--- src/sv/rtcp_round_trip_time_tracker_macros.svh ---
// Assertion macros for the RTCP round-trip-time tracker.
`ifndef RTCP_ROUND_TRIP_TIME_TRACKER_MACROS_SVH
`define RTCP_ROUND_TRIP_TIME_TRACKER_MACROS_SVH

// Same-cycle implication, sampled on clk, off while rst_n is low.
`define RTT_ASSERT_IMP(label, ante, cons, msg) \
    label: assert property (@(posedge clk) disable iff (!rst_n) (ante) |-> (cons)) \
        else $error(msg);

// Next-cycle implication, sampled on clk, off while rst_n is low.
`define RTT_ASSERT_NXT(label, ante, cons, msg) \
    label: assert property (@(posedge clk) disable iff (!rst_n) (ante) |=> (cons)) \
        else $error(msg);

`endif

--- src/sv/rtcp_pkg.sv ---
// Shared types and constants of the RTCP round-trip-time tracker.
`timescale 1ns / 1ps
`default_nettype none

package rtcp_pkg;

    localparam int SR_LIMIT     = 5;
    localparam int PEER_ENTRIES = 8;

    localparam int SR_IDX_W   = (SR_LIMIT > 1) ? $clog2(SR_LIMIT) : 1;
    localparam int SR_CNT_W   = $clog2(SR_LIMIT + 1);
    localparam int PEER_IDX_W = (PEER_ENTRIES > 1) ? $clog2(PEER_ENTRIES) : 1;

    // dlsr * 1000 / 65536 stays below 2^26
    localparam int DLSR_SCALE = 1000;
    localparam int DLSR_SHIFT = 16;
    localparam int PROD_W     = 32 + $clog2(DLSR_SCALE);
    localparam int DELAY_W    = PROD_W - DLSR_SHIFT;

    localparam int Q_DEPTH = 2;
    localparam int Q_PTR_W = (Q_DEPTH > 1) ? $clog2(Q_DEPTH) : 1;
    localparam int Q_CNT_W = $clog2(Q_DEPTH + 1);

    typedef enum logic [1:0] {
        MODE_RTP   = 2'd0,
        MODE_SR    = 2'd1,
        MODE_RR    = 2'd2,
        MODE_QUERY = 2'd3
    } mode_t;

    typedef struct packed {
        mode_t               op;
        logic [31:0]         ssrc;
        logic [31:0]         lsr_key;
        logic                lsr_zero;
        logic [DELAY_W-1:0]  delay;
        logic [31:0]         now_lo;
        logic [15:0]         byte_count;
        logic [31:0]         rtp_stamp;
    } cmd_t;

    typedef struct packed {
        logic                idle;
        logic                rtp_exec;
        logic                evict;
        logic [SR_CNT_W-1:0] sr_count;
        logic [31:0]         pkt_count;
    } back_status_t;

endpackage

`default_nettype wire

--- src/sv/rtcp_front.sv ---
// Front end: accepts items, decodes the mode and scales the DLSR delay.
`timescale 1ns / 1ps
`default_nettype none

module rtcp_front (
    input  wire logic                 in_valid,
    output logic                      in_ready,
    input  wire logic [1:0]           mode,
    input  wire logic [31:0]          ssrc,
    input  wire logic [31:0]          lsr_key,
    input  wire logic [31:0]          dlsr,
    input  wire logic [63:0]          now_ms,
    input  wire logic [15:0]          byte_count,
    input  wire logic [31:0]          rtp_stamp,
    input  wire logic                 q_full,
    output logic                      q_wr_en,
    output rtcp_pkg::cmd_t            q_wr_data
);
    import rtcp_pkg::*;

    logic [PROD_W-1:0] prod;

    // one narrow multiply; the queue entry registers it
    assign prod = PROD_W'(dlsr) * PROD_W'(DLSR_SCALE);

    assign in_ready = !q_full;
    assign q_wr_en  = in_valid && !q_full;

    always_comb
    begin
        q_wr_data.op         = mode_t'(mode);
        q_wr_data.ssrc       = ssrc;
        q_wr_data.lsr_key    = lsr_key;
        q_wr_data.lsr_zero   = (lsr_key == 32'd0);
        q_wr_data.delay      = prod[PROD_W-1:DLSR_SHIFT];
        q_wr_data.now_lo     = now_ms[31:0];
        q_wr_data.byte_count = byte_count;
        q_wr_data.rtp_stamp  = rtp_stamp;
    end

endmodule

`default_nettype wire

--- src/sv/rtcp_queue.sv ---
// Short command queue between the front end and the back end.
`timescale 1ns / 1ps
`default_nettype none

module rtcp_queue (
    input  wire logic           clk,
    input  wire logic           rst_n,
    input  wire logic           wr_en,
    input  wire rtcp_pkg::cmd_t wr_data,
    output logic                full,
    input  wire logic           rd_en,
    output rtcp_pkg::cmd_t      rd_data,
    output logic                not_empty
);
    import rtcp_pkg::*;

    cmd_t               entry_reg [Q_DEPTH];
    logic [Q_PTR_W-1:0] wr_ptr_reg, wr_ptr_next;
    logic [Q_PTR_W-1:0] rd_ptr_reg, rd_ptr_next;
    logic [Q_CNT_W-1:0] count_reg, count_next;
    logic               do_wr, do_rd;

    assign full      = (count_reg == Q_CNT_W'(Q_DEPTH));
    assign not_empty = (count_reg != '0);
    assign do_wr     = wr_en && !full;
    assign do_rd     = rd_en && not_empty;
    assign rd_data   = entry_reg[rd_ptr_reg];

    always_comb
    begin
        wr_ptr_next = wr_ptr_reg;
        rd_ptr_next = rd_ptr_reg;
        count_next  = count_reg;
        if (do_wr)
        begin
            wr_ptr_next = (wr_ptr_reg == Q_PTR_W'(Q_DEPTH - 1)) ? '0 : wr_ptr_reg + 1'b1;
        end
        if (do_rd)
        begin
            rd_ptr_next = (rd_ptr_reg == Q_PTR_W'(Q_DEPTH - 1)) ? '0 : rd_ptr_reg + 1'b1;
        end
        if (do_wr && !do_rd)
        begin
            count_next = count_reg + 1'b1;
        end
        else if (do_rd && !do_wr)
        begin
            count_next = count_reg - 1'b1;
        end
    end

    always_ff @(posedge clk or negedge rst_n)
    begin
        if (!rst_n)
        begin
            wr_ptr_reg <= '0;
            rd_ptr_reg <= '0;
            count_reg  <= '0;
        end
        else
        begin
            wr_ptr_reg <= wr_ptr_next;
            rd_ptr_reg <= rd_ptr_next;
            count_reg  <= count_next;
        end
    end

    always_ff @(posedge clk)
    begin
        if (do_wr)
        begin
            entry_reg[wr_ptr_reg] <= wr_data;
        end
    end

endmodule

`default_nettype wire

--- src/sv/rtcp_back.sv ---
// Back end: sequencer over the SR and peer tables, counters and result register.
`timescale 1ns / 1ps
`default_nettype none

module rtcp_back (
    input  wire logic               clk,
    input  wire logic               rst_n,
    input  wire logic               q_not_empty,
    input  wire rtcp_pkg::cmd_t     q_rd_data,
    output logic                    q_rd_en,
    output logic                    out_valid,
    input  wire logic               out_ready,
    output logic [30:0]             rtt_ms,
    output logic                    rtt_updated,
    output logic [31:0]             packet_total,
    output logic [31:0]             octet_total,
    output logic [31:0]             last_stamp,
    output rtcp_pkg::back_status_t  status
);
    import rtcp_pkg::*;

    typedef enum logic [5:0] {
        ST_IDLE  = 6'b000001,
        ST_EXEC  = 6'b000010,
        ST_PEER  = 6'b000100,
        ST_EVICT = 6'b001000,
        ST_DONE  = 6'b010000,
        ST_SPARE = 6'b100000
    } back_state_t;

    back_state_t state_reg, state_next;
    cmd_t        cmd_reg, cmd_next;

    // tables: keys and times have no reset, the used bits guard them
    logic [31:0]            sr_key_reg   [SR_LIMIT];
    logic [31:0]            sr_time_reg  [SR_LIMIT];
    logic [SR_LIMIT-1:0]    sr_used_reg, sr_used_next;
    logic [31:0]            peer_ssrc_reg [PEER_ENTRIES];
    logic [30:0]            peer_rtt_reg  [PEER_ENTRIES];
    logic [PEER_ENTRIES-1:0] peer_used_reg, peer_used_next;

    logic [31:0] pkt_reg, pkt_next;
    logic [31:0] oct_reg, oct_next;
    logic [31:0] stamp_reg, stamp_next;

    logic [31:0]         diff_reg, diff_next;
    logic [30:0]         res_rtt_reg, res_rtt_next;
    logic                res_upd_reg, res_upd_next;
    logic [SR_IDX_W-1:0] scan_idx_reg, scan_idx_next;
    logic [SR_IDX_W-1:0] low_idx_reg, low_idx_next;
    logic [31:0]         low_key_reg, low_key_next;
    logic                low_found_reg, low_found_next;
    logic                out_valid_reg, out_valid_next;
    logic                out_load;

    logic [30:0] out_rtt_reg;
    logic        out_upd_reg;
    logic [31:0] out_pkt_reg, out_oct_reg, out_stamp_reg;

    logic                  sr_hit, sr_free;
    logic [SR_IDX_W-1:0]   sr_hit_idx, sr_free_idx;
    logic                  peer_hit, peer_free;
    logic [PEER_IDX_W-1:0] peer_hit_idx, peer_free_idx;
    logic [SR_CNT_W-1:0]   sr_count;
    logic                  take_low, scan_last;
    logic [SR_IDX_W-1:0]   cand_idx;

    logic                  sr_key_we, sr_time_we;
    logic [SR_IDX_W-1:0]   sr_wr_idx;
    logic                  peer_ssrc_we, peer_rtt_we;
    logic [PEER_IDX_W-1:0] peer_wr_idx;

    // associative match and first-free search across entries
    always_comb
    begin
        sr_hit      = 1'b0;
        sr_hit_idx  = '0;
        sr_free     = 1'b0;
        sr_free_idx = '0;
        for (int i = 0; i < SR_LIMIT; i++)
        begin
            if (!sr_hit && sr_used_reg[i] && sr_key_reg[i] == cmd_reg.lsr_key)
            begin
                sr_hit     = 1'b1;
                sr_hit_idx = SR_IDX_W'(i);
            end
            if (!sr_free && !sr_used_reg[i])
            begin
                sr_free     = 1'b1;
                sr_free_idx = SR_IDX_W'(i);
            end
        end
    end

    always_comb
    begin
        peer_hit      = 1'b0;
        peer_hit_idx  = '0;
        peer_free     = 1'b0;
        peer_free_idx = '0;
        for (int i = 0; i < PEER_ENTRIES; i++)
        begin
            if (!peer_hit && peer_used_reg[i] && peer_ssrc_reg[i] == cmd_reg.ssrc)
            begin
                peer_hit     = 1'b1;
                peer_hit_idx = PEER_IDX_W'(i);
            end
            if (!peer_free && !peer_used_reg[i])
            begin
                peer_free     = 1'b1;
                peer_free_idx = PEER_IDX_W'(i);
            end
        end
    end

    assign sr_count  = SR_CNT_W'($countones(sr_used_reg));
    assign scan_last = (scan_idx_reg == SR_IDX_W'(SR_LIMIT - 1));
    assign take_low  = sr_used_reg[scan_idx_reg]
                       && (!low_found_reg || sr_key_reg[scan_idx_reg] < low_key_reg);
    assign cand_idx  = take_low ? scan_idx_reg : low_idx_reg;
    assign out_load  = (state_reg == ST_DONE) && (!out_valid_reg || out_ready);

    always_comb
    begin
        state_next     = state_reg;
        cmd_next       = cmd_reg;
        sr_used_next   = sr_used_reg;
        peer_used_next = peer_used_reg;
        pkt_next       = pkt_reg;
        oct_next       = oct_reg;
        stamp_next     = stamp_reg;
        diff_next      = diff_reg;
        res_rtt_next   = res_rtt_reg;
        res_upd_next   = res_upd_reg;
        scan_idx_next  = scan_idx_reg;
        low_idx_next   = low_idx_reg;
        low_key_next   = low_key_reg;
        low_found_next = low_found_reg;
        out_valid_next = out_valid_reg && !out_ready;
        q_rd_en        = 1'b0;
        sr_key_we      = 1'b0;
        sr_time_we     = 1'b0;
        sr_wr_idx      = sr_hit_idx;
        peer_ssrc_we   = 1'b0;
        peer_rtt_we    = 1'b0;
        peer_wr_idx    = peer_hit_idx;

        case (state_reg)
            ST_IDLE:
            begin
                if (q_not_empty)
                begin
                    q_rd_en    = 1'b1;
                    cmd_next   = q_rd_data;
                    state_next = ST_EXEC;
                end
            end
            ST_EXEC:
            begin
                res_rtt_next = '0;
                res_upd_next = 1'b0;
                state_next   = ST_DONE;
                case (cmd_reg.op)
                    MODE_RTP:
                    begin
                        pkt_next   = pkt_reg + 32'd1;
                        oct_next   = oct_reg + {16'd0, cmd_reg.byte_count};
                        stamp_next = cmd_reg.rtp_stamp;
                    end
                    MODE_SR:
                    begin
                        if (sr_hit)
                        begin
                            // repeated key: refresh its time only
                            sr_time_we = 1'b1;
                        end
                        else if (sr_free)
                        begin
                            sr_key_we               = 1'b1;
                            sr_time_we              = 1'b1;
                            sr_wr_idx               = sr_free_idx;
                            sr_used_next[sr_free_idx] = 1'b1;
                            scan_idx_next           = '0;
                            low_found_next          = 1'b0;
                            state_next              = ST_EVICT;
                        end
                    end
                    MODE_RR:
                    begin
                        if (!cmd_reg.lsr_zero && sr_hit)
                        begin
                            diff_next = cmd_reg.now_lo - sr_time_reg[sr_hit_idx]
                                        - {{(32 - DELAY_W){1'b0}}, cmd_reg.delay};
                            state_next = ST_PEER;
                        end
                    end
                    default:
                    begin
                        if (peer_hit)
                        begin
                            res_rtt_next = peer_rtt_reg[peer_hit_idx];
                        end
                    end
                endcase
            end
            ST_PEER:
            begin
                // negative RTT or full table: drop
                if (!diff_reg[31])
                begin
                    if (peer_hit)
                    begin
                        peer_rtt_we  = 1'b1;
                        res_upd_next = 1'b1;
                        res_rtt_next = diff_reg[30:0];
                    end
                    else if (peer_free)
                    begin
                        peer_wr_idx                  = peer_free_idx;
                        peer_ssrc_we                 = 1'b1;
                        peer_rtt_we                  = 1'b1;
                        peer_used_next[peer_free_idx] = 1'b1;
                        res_upd_next                 = 1'b1;
                        res_rtt_next                 = diff_reg[30:0];
                    end
                end
                state_next = ST_DONE;
            end
            ST_EVICT:
            begin
                // walk the SR table one entry a cycle for the smallest key
                if (take_low)
                begin
                    low_idx_next   = scan_idx_reg;
                    low_key_next   = sr_key_reg[scan_idx_reg];
                    low_found_next = 1'b1;
                end
                if (scan_last)
                begin
                    if (sr_count >= SR_CNT_W'(SR_LIMIT))
                    begin
                        sr_used_next[cand_idx] = 1'b0;
                    end
                    state_next = ST_DONE;
                end
                else
                begin
                    scan_idx_next = scan_idx_reg + 1'b1;
                end
            end
            ST_DONE:
            begin
                if (out_load)
                begin
                    out_valid_next = 1'b1;
                    state_next     = ST_IDLE;
                end
            end
            default:
            begin
                state_next = ST_IDLE;
            end
        endcase
    end

    always_ff @(posedge clk or negedge rst_n)
    begin
        if (!rst_n)
        begin
            state_reg     <= ST_IDLE;
            sr_used_reg   <= '0;
            peer_used_reg <= '0;
            pkt_reg       <= '0;
            oct_reg       <= '0;
            stamp_reg     <= '0;
            out_valid_reg <= 1'b0;
        end
        else
        begin
            state_reg     <= state_next;
            sr_used_reg   <= sr_used_next;
            peer_used_reg <= peer_used_next;
            pkt_reg       <= pkt_next;
            oct_reg       <= oct_next;
            stamp_reg     <= stamp_next;
            out_valid_reg <= out_valid_next;
        end
    end

    always_ff @(posedge clk)
    begin
        cmd_reg       <= cmd_next;
        diff_reg      <= diff_next;
        res_rtt_reg   <= res_rtt_next;
        res_upd_reg   <= res_upd_next;
        scan_idx_reg  <= scan_idx_next;
        low_idx_reg   <= low_idx_next;
        low_key_reg   <= low_key_next;
        low_found_reg <= low_found_next;
        if (sr_key_we)
        begin
            sr_key_reg[sr_wr_idx] <= cmd_reg.lsr_key;
        end
        if (sr_time_we)
        begin
            sr_time_reg[sr_wr_idx] <= cmd_reg.now_lo;
        end
        if (peer_ssrc_we)
        begin
            peer_ssrc_reg[peer_wr_idx] <= cmd_reg.ssrc;
        end
        if (peer_rtt_we)
        begin
            peer_rtt_reg[peer_wr_idx] <= diff_reg[30:0];
        end
        if (out_load)
        begin
            out_rtt_reg   <= res_rtt_reg;
            out_upd_reg   <= res_upd_reg;
            out_pkt_reg   <= pkt_reg;
            out_oct_reg   <= oct_reg;
            out_stamp_reg <= stamp_reg;
        end
    end

    assign out_valid    = out_valid_reg;
    assign rtt_ms       = out_rtt_reg;
    assign rtt_updated  = out_upd_reg;
    assign packet_total = out_pkt_reg;
    assign octet_total  = out_oct_reg;
    assign last_stamp   = out_stamp_reg;

    always_comb
    begin
        status.idle      = (state_reg == ST_IDLE);
        status.rtp_exec  = (state_reg == ST_EXEC) && (cmd_reg.op == MODE_RTP);
        status.evict     = (state_reg == ST_EVICT);
        status.sr_count  = sr_count;
        status.pkt_count = pkt_reg;
    end

endmodule

`default_nettype wire

--- src/sv/rtcp_round_trip_time_tracker.sv ---
// Path: the front end writes the queue; the back end takes an item in idle and runs it in exec.
// Count, query, repeated SR key and an unmatched report block then go to done; a matched
// report block passes the peer step, a new SR key the min-key walk; done waits for a free output.
// The back-end sequencer takes one item at a time; its min-key walk visits one entry a cycle.
// A 2-entry queue keeps accepting until full while the back end works or a result waits.
// Reset (rst_n low, async) clears counters, valid bits of both tables and the queue.
`timescale 1ns / 1ps
`default_nettype none

`include "rtcp_round_trip_time_tracker_macros.svh"

module rtcp_round_trip_time_tracker (
    input  wire logic        clk,
    input  wire logic        rst_n,
    input  wire logic        in_valid,
    output logic             in_ready,
    input  wire logic [1:0]  mode,
    input  wire logic [31:0] ssrc,
    input  wire logic [31:0] lsr_key,
    input  wire logic [31:0] dlsr,
    input  wire logic [63:0] now_ms,
    input  wire logic [15:0] byte_count,
    input  wire logic [31:0] rtp_stamp,
    output logic             out_valid,
    input  wire logic        out_ready,
    output logic [30:0]      rtt_ms,
    output logic             rtt_updated,
    output logic [31:0]      packet_total,
    output logic [31:0]      octet_total,
    output logic [31:0]      last_stamp
);
    import rtcp_pkg::*;

    logic         q_full, q_wr_en, q_rd_en, q_not_empty;
    cmd_t         q_wr_data, q_rd_data;
    back_status_t st;

    rtcp_front u_front (
        .in_valid   (in_valid),
        .in_ready   (in_ready),
        .mode       (mode),
        .ssrc       (ssrc),
        .lsr_key    (lsr_key),
        .dlsr       (dlsr),
        .now_ms     (now_ms),
        .byte_count (byte_count),
        .rtp_stamp  (rtp_stamp),
        .q_full     (q_full),
        .q_wr_en    (q_wr_en),
        .q_wr_data  (q_wr_data)
    );

    rtcp_queue u_queue (
        .clk       (clk),
        .rst_n     (rst_n),
        .wr_en     (q_wr_en),
        .wr_data   (q_wr_data),
        .full      (q_full),
        .rd_en     (q_rd_en),
        .rd_data   (q_rd_data),
        .not_empty (q_not_empty)
    );

    rtcp_back u_back (
        .clk          (clk),
        .rst_n        (rst_n),
        .q_not_empty  (q_not_empty),
        .q_rd_data    (q_rd_data),
        .q_rd_en      (q_rd_en),
        .out_valid    (out_valid),
        .out_ready    (out_ready),
        .rtt_ms       (rtt_ms),
        .rtt_updated  (rtt_updated),
        .packet_total (packet_total),
        .octet_total  (octet_total),
        .last_stamp   (last_stamp),
        .status       (st)
    );

    // eviction leaves the SR table below its limit between items
    `RTT_ASSERT_IMP(a_sr_below_limit, st.idle, st.sr_count < SR_CNT_W'(SR_LIMIT), "SR table at limit while idle")
    // only a counted RTP packet moves the packet counter
    `RTT_ASSERT_NXT(a_pkt_hold, !st.rtp_exec, $stable(st.pkt_count), "packet counter moved without RTP item")
    // the min-key walk only runs after an insertion
    `RTT_ASSERT_IMP(a_evict_nonempty, st.evict, st.sr_count != '0, "eviction walk on empty SR table")

endmodule

`default_nettype wire
--- config.mk ---
export PLATFORM = sky130hd
export DESIGN_NAME = rtcp_round_trip_time_tracker
export DESIGN_NICKNAME = d
export VERILOG_FILES = /design/src/sv/rtcp_pkg.sv /design/src/sv/rtcp_front.sv /design/src/sv/rtcp_queue.sv /design/src/sv/rtcp_back.sv /design/src/sv/rtcp_round_trip_time_tracker.sv
export VERILOG_INCLUDE_DIRS = /design/src /design/src/sv
export SDC_FILE = /design/constraint.sdc
export NUM_CORES = 2
export LEC_CHECK = 0
export BUFFER_PORTS_ARGS = -buffer_cell sky130_fd_sc_hd__buf_2
export CORE_MARGIN = 1.5
export CORE_UTILIZATION = 55
export DETAILED_ROUTE_END_ITERATION = 7
export HOLD_SLACK_MARGIN = 0.12
export PLACE_DENSITY_LB_ADDON = 0.25
export SYNTH_ARGS = -nofsm -noshare
export SYNTH_HDL_FRONTEND = slang
export SYNTH_SLANG_ARGS = --single-unit
export TNS_END_PERCENT = 50
--- constraint.sdc ---
create_clock -name clk -period 16.1 [get_ports clk]
set_input_delay 3.22 -clock clk [delete_from_list [all_inputs] [get_ports clk]]
set_output_delay 3.22 -clock clk [all_outputs]
set_load 0.02 [all_outputs]
After elaboration in Yosys (flattened, before gate mapping)
Memory sizes are Yosys's and may differ from the RTL's. A register that Yosys moved wholly into a read port is not among the register bits.
Index checks and enable logic that the tools add are counted.
{ "word_totals": {"reg_bits": 351, "mem_bits_rw": 1170, "out_inout_bits": 130, "memories": 5} }
{ "mem_list": {"columns": ["name", "words", "width", "rd", "rd_clocked_by_memory_dff", "write_ports", "line", "text"], "rows": [
  ["u_queue.entry_reg", 2, 173, 1, 1, 1, "rtcp_queue.sv:17", "cmd_t entry_reg [Q_DEPTH];"],
  ["u_back.peer_ssrc_reg", 8, 32, 8, 0, 1, "rtcp_back.sv:38", "logic [31:0] peer_ssrc_reg [PEER_ENTRIES];"],
  ["u_back.peer_rtt_reg", 8, 31, 1, 0, 1, "rtcp_back.sv:39", "logic [30:0] peer_rtt_reg [PEER_ENTRIES];"],
  ["u_back.sr_key_reg", 5, 32, 6, 1, 1, "rtcp_back.sv:35", "logic [31:0] sr_key_reg [SR_LIMIT];"],
  ["u_back.sr_time_reg", 5, 32, 1, 0, 1, "rtcp_back.sv:36", "logic [31:0] sr_time_reg [SR_LIMIT];"]
]} }
{ "op_classes": {"add_sub_neg": 13, "multipliers": 1, "n_lt_le_gt_ge": 9, "n_eq_ne": 33, "n_mux": 132, "bitwise_logic": 6, "n_reduce_logical": 104} }
{ "op_table": {"columns": ["op", "n"], "rows": [
  ["$eq A32 B32 Y1", 13],
  ["$mux W31", 5],
  ["$mux W3", 28],
  ["$mux W1", 71],
  ["$pmux W31 S2", 1],
  ["$logic_and A1 B1 Y1", 47],
  ["$mul A32 B7 Y39 const B", 1],
  ["$logic_not A1 Y1", 38],
  ["$mux W5", 7],
  ["$add A32 B1 Y32 const B", 1],
  ["$add A32 B16 Y32", 1],
  ["$logic_not A32 Y1", 1],
  ["$lt A32 B32 Y1", 1],
  ["$sub A32 B26 Y32", 1],
  ["$sub A32 B32 Y32", 1],
  ["$pmux W6 S5", 1],
  ["$mux W6", 4],
  ["$lt A3 B4 Y1 const B", 4],
  ["$mux W2", 6],
  ["$ne A2 B1 Y1 const B", 6],
  ["$pmux W6 S2", 1],
  ["$pmux W5 S2", 1],
  ["$reduce_and A5 Y1", 2],
  ["$demux W1 S3", 3],
  ["other kinds (35)", 53]
]} }

Depth between registers and ports, before layout
An unclocked memory read counts as a cell.
{ "depth": {"ltp_word": 37, "ltp_mapped": 29} }

Cells and area by module
A second synthesis with hierarchy kept.
{ "hier_totals": {"cells_unflattened": 5199, "area_unflattened_um2": 80218.2} }
{ "modules_own_cells": {"columns": ["mod", "n_inst", "cells_per_inst", "area_per_inst_um2", "seq_area_each_um2"], "rows": [
  ["rtcp_back", 1, 3940, 61144.9, 42697.2],
  ["rtcp_queue", 1, 557, 12743.5, 10490.1],
  ["rtcp_front", 1, 702, 6329.8, 0.0]
]} }

Least setup slack after synthesis
Ideal clock, no wire load.
{ "synth_timing": {"path_kind": "input to register", "startpoint": "input in_valid", "endpoint": "memory u_queue.entry_reg[0][0] (netlist name) (enable)", "arrival_time_ns": 10.493, "required_ns": 15.391, "slack_ns": 4.899, "cell_stages": 2, "cell_sequence": "nand2_1 nor2_1"} }
{ "synth_via": {"elab_chain_len": 4} }
{ "synth_rtl": {"columns": ["item", "line", "text"], "rows": [
  ["start, declared", "rtcp_round_trip_time_tracker.sv:15", "input wire logic in_valid,"],
  ["$logic_and A1 B1 Y1", "rtcp_front.sv:27", "assign q_wr_en = in_valid && !q_full;"],
  ["$logic_and A1 B1 Y1", "rtcp_queue.sv:25", "assign do_wr = wr_en && !full;"],
  ["$mux W1", "rtcp_queue.sv:70", "if (do_wr)"],
  ["$mux W1 (not written as such)", "rtcp_queue.sv:72", "entry_reg[wr_ptr_reg] <= wr_data;"],
  ["end, declared", "rtcp_queue.sv:17", null]
]} }
Every way passes these cells.

Worst setup path after layout
{ "layout_timing": {"startpoint": "register u_back.cmd_reg[133] (netlist name)", "endpoint": "register u_back.diff_reg[30] (data pin)"} }
{ "layout_via": {"elab_chain_len": 22} }
{ "layout_rtl": {"columns": ["item", "line", "text"], "rows": [
  ["start, declared", "rtcp_back.sv:32", "cmd_t cmd_reg, cmd_next;"],
  ["start signal, assigned", "rtcp_back.sv:292", "cmd_reg <= cmd_next;"],
  ["$eq A32 B32 Y1", "rtcp_back.sv:82", "if (!sr_hit && sr_used_reg[i] && sr_key_reg[i] == cmd_reg.lsr_key)"],
  ["$logic_and A1 B1 Y1", "rtcp_back.sv:82", null],
  ["$mux W1", "rtcp_back.sv:82", null],
  ["$logic_not A1 Y1", "rtcp_back.sv:82", null],
  ["$logic_and A1 B1 Y1 (2 in series)", "rtcp_back.sv:82", null],
  ["$mux W1", "rtcp_back.sv:82", null],
  ["$logic_not A1 Y1", "rtcp_back.sv:82", null],
  ["$logic_and A1 B1 Y1 (2 in series)", "rtcp_back.sv:82", null],
  ["(+2 left out)", null, null],
  ["$logic_and A1 B1 Y1 (2 in series)", "rtcp_back.sv:82", null],
  ["$mux W1", "rtcp_back.sv:82", null],
  ["$logic_not A1 Y1", "rtcp_back.sv:82", null],
  ["$logic_and A1 B1 Y1 (2 in series)", "rtcp_back.sv:82", null],
  ["$mux W3 *", "rtcp_back.sv:82", null],
  ["$mem_v2 Z5 W32 *", null, null],
  ["$sub A32 B32 Y32 *", "rtcp_back.sv:192", "diff_next = cmd_reg.now_lo - sr_time_reg[sr_hit_idx]"],
  ["$sub A32 B26 Y32 *", "rtcp_back.sv:193", "- {{(32 - DELAY_W){1'b0}}, cmd_reg.delay};"],
  ["end signal, assigned", "rtcp_back.sv:293", "diff_reg <= diff_next;"],
  ["end, declared", "rtcp_back.sv:46", "logic [31:0] diff_reg, diff_next;"]
]} }
Every way passes the cells marked *; elsewhere a longest branch is shown, timed or not.
A chain may end at the register's enable or synchronous reset.

==> flow_metrics.tcl <==
set metrics [dict create \
    wl_per_cell_um 21.61 \
    final-max-slew-violation-count 0 \
    cts.path.max_buffers 3 \
    sw_frac_of_total_pct 33.03 \
    cp-end-kind "flip-flop" \
    grt_antenna_before_repair 24 \
    numCtsBuffers 177 \
    timing.max_slew.rel_slack_pct 10.65 \
    fmax_ghz 0.1228 \
    antenna_left 0 \
    leakage_nw 32.98 \
    cellPowerDensity_nw_per_um2 178.7 \
    cts_tree "built" \
    synth.area.top_cells "edfxtp_1, xor2_1, dfrtp_1, mux2_2, fa_1" \
    setup_tns_ns 0 \
    firstDrtPassIters 5 \
    cp.required_ns 16.65 \
    overflow 0 \
    fillCellCount 10300 \
    die_width_um 380.0 \
    vias 41630 \
    ctsHtreeMaxLevel 4 \
    viasPerCell 5.553 \
    drtIter0Drc 3045 \
    core-area_sq_um 141200 \
    synth_edf_count 1670 \
    drive_above_1_share_pct 18.54 \
    cp_common_cell "nor4_1" \
    min_path_type "flip-flop to flip-flop" \
    ys_seq_area_share_pct 68.03 \
    worst_path_largest_cell_delay_ns 0.69 \
    clkTransAtPathRegs_ns 0.06 \
    synth-seq-cells 1792 \
    fin_skew_ns 0.04344 \
    yosys.area.top_type_share_pct 64.15 \
    largest_reg_flops 346 \
    grt_util_all_layers_pct 22.55 \
    hold_viol 0 \
    crit_slowest_cell "edfxtp_1" \
    gp_congestion 0.9280 \
    ctsResizeCount 0 \
    ir_worst_vdd_uv 181.9 \
    utilization_pct 62.54 \
    start_kind "flip-flop" \
    wl_um 162000 \
    grt_pass1_vias 41980 \
    arrival_ns 8.69 \
    maxCapViolCount 0 \
    cts_root_buffer "clkbuf_16" \
    die_h_um 380.0 \
    initial_core_util_pct 55.35 \
    grt_pass1_wl_um 247400 \
    fin_crit_sh_pct 50.59 \
    synth.avg_cell_area_sq_um 15.78 \
    cts_setup_buffers 0 \
    placementRows 138 \
    synth_cell_types 80 \
    power.share.clock_pct 25.7 \
    drc 0 \
    place_inst 7160 \
    portBuffers 311 \
    grt_start_max_net_pins 160 \
    combPwrFrac_pct 29.9 \
    clk_latency_ns 0.81 \
    status "finished, final reports clean" \
    period_minus_slack_ns 8.145 \
    tightest_slew_ns 1.340 \
    syn_area_sq_um 78180 \
    hpwl_um 103800 \
    finalSetupViolations 0 \
    p_seq_share_pct 44.4 \
    finalNonFillerCells 7498 \
    worstSetupPathType "flip-flop to flip-flop" \
    ios 344 \
    crit_fanout 22 \
    syn_to_final_growth_pct 12.98 \
    dieArea_sq_um 144400 \
    power.internal_mw 10.57 \
    yosys_warnings 0 \
    async_flop_share_pct 6.641 \
    cts_hold_buf 0 \
    synth_cells 4954 \
    rsz0062_at_grt "no" \
    post-synth-top-area-cell "edfxtp_1" \
    p_switching_mw 5.213 \
    crit_chain "xor2_1 -> nor4_1 -> nand4_1 -> nor4_1 -> nand2b_1 -> nor2b_4 -> mux2_2 -> o21ai_0 -> o21ai_0 -> fa_1 -> inv_1 -> ha_1 -> or2_2 -> fa_1 -> a21o_1 -> a221oi_1 -> o21a_1 -> a221oi_1 -> a221o_1 -> nor4_1 -> o31ai_1 -> a21bo_2 -> a21oi_1 -> xnor2_1" \
    synth_flop_cell "edfxtp_1" \
    fin_nets 5989 \
    cts_num_sinks 1792 \
]
[cell usage after synthesis (all sizes together), types with 5 or more instances]
library cell and count:
a211o 27, a211oi 18, a21o 40, a21oi 93, a2bb2oi 7, a31oi 10
and2 16, and3 20, and4 5, buf 67, clkbuf 103, dfrtp 118
edfxtp 1670, fa 146, ha 180, inv 307, mux2 267, mux2i 128
mux4 65, nand2 316, nand2b 22, nand3 62, nand4 73, nand4b 12
nor2 157, nor2b 13, nor3 48, nor4 144, nor4b 8, o211ai 18
o21a 11, o21ai 135, o21bai 11, o31ai 7, or2 12, or3 8
or3b 6, or4 11, xnor2 186, xor2 349
[cell families (layout without fill, tap and decap cells)]
group           after synthesis  after routing  share of synthesized area, %
compound gates              421            421                         3.475
simple gates                942            942                         5.998
xor+xnor                    535            535                         5.994
fa+ha+maj                   326            326                         6.619
other cells                   1            105                      0.004797
buf+inv                     477           1027                         2.485
mux                         460            460                         7.391
flops                      1792           1792                         68.03
[metal layers]
| layer | part of all wire [%] | vias to the layer above | GRT usage [%] |
|---|---|---|---|
| met2 | 47 | 1198 | 35.90 |
| met5 | 0.10 | - | 0 |
| li1 | - | 19310 | - |
| met4 | 2.6 | 26 | 6.933 |
| met3 | 6.7 | 258 | 4.583 |
| met1 | 44 | 20840 | 31.53 |
[cell type report]
| class | count | area [sq um] | share of cell area (%) |
|---|---|---|---|
| multi-input combinational | 2780 | 23650 | 26.77 |
| sequential | 1792 | 53200 | 60.23 |
| timing repair buffer | 391 | 2201 | 2.492 |
| clock buffer | 236 | 4785 | 5.417 |
| antenna | 9 | 22.52 | 0.02550 |
| tap | 1890 | 2365 | 2.677 |
| clock inverter | 93 | 960.9 | 1.088 |
| inverter | 307 | 1152 | 1.305 |
[stage by stage]
stage	setup slack, ns	power, mW	instance area, sq um	hold slack [ns]
final	7.955	15.78	88330	0.4154
after global routing	7.531	16.63	88320	0.4169
after CTS	8.101	15.89	88300	0.4146
after detailed placement	7.790	11.82	82560	0.4045
after global placement	7.906	11.68	82560	0.4067
after floorplan	4.899	10.35	78540	0.4003
[path summary, 6_finish.rpt]
check                                            from                  end  slack, ns  cells after the start
worst max-delay path              u_back.cmd_reg[133]  u_back.diff_reg[30]       7.96                     24
worst min register to register  u_back.res_rtt_reg[1]     u_back.rtt_ms[1]       0.42                      0
worst max register to register    u_back.cmd_reg[133]  u_back.diff_reg[30]       7.96                     24
min in group asynchronous                       rst_n   u_back.pkt_reg[23]       2.38                      1
max in group asynchronous                       rst_n  u_back.stamp_reg[9]      12.37                      2
worst min-delay path            u_back.res_rtt_reg[1]     u_back.rtt_ms[1]       0.42                      0
[placed cells by master, fill, tap and decap left out, types with 91 or more instances in the layout]
master     instances
xnor2_1          186
fa_1             146
xor2_1           349
a21oi_1           91
conb_1            96
mux2i_1          128
nor2_1           129
nand2_1          314
edfxtp_1        1670
ha_1             180
nor4_1           142
mux2_2           260
inv_1            306
o21ai_0          133
clkbuf_16        180
buf_2            310
dfrtp_1          117
[worst max-delay path: cells and delay by family (launching register included)]
| kind | cells | cell delay (ns) |
|---|---|---|
| flops | 1 | 0.69 |
| buf+inv | 1 | 0.05 |
| compound gates | 10 | 2.39 |
| xor+xnor | 2 | 0.36 |
| fa+ha+maj | 3 | 1.18 |
| mux | 1 | 0.41 |
| simple gates | 7 | 2.79 |
[power groups by stage]
stage	clock network [mW]	logic (mW)	registers [mW]
2_1_floorplan	0	3.36	6.99
3_3_place_gp	0	4.62	7.05
3_5_place_dp	0	4.72	7.10
4_1_cts	4.13	4.75	7.01
5_1_grt	4.31	5.22	7.10
6_report	4.05	4.72	7.01
Note: power is estimated with default switching activity, not from simulation.
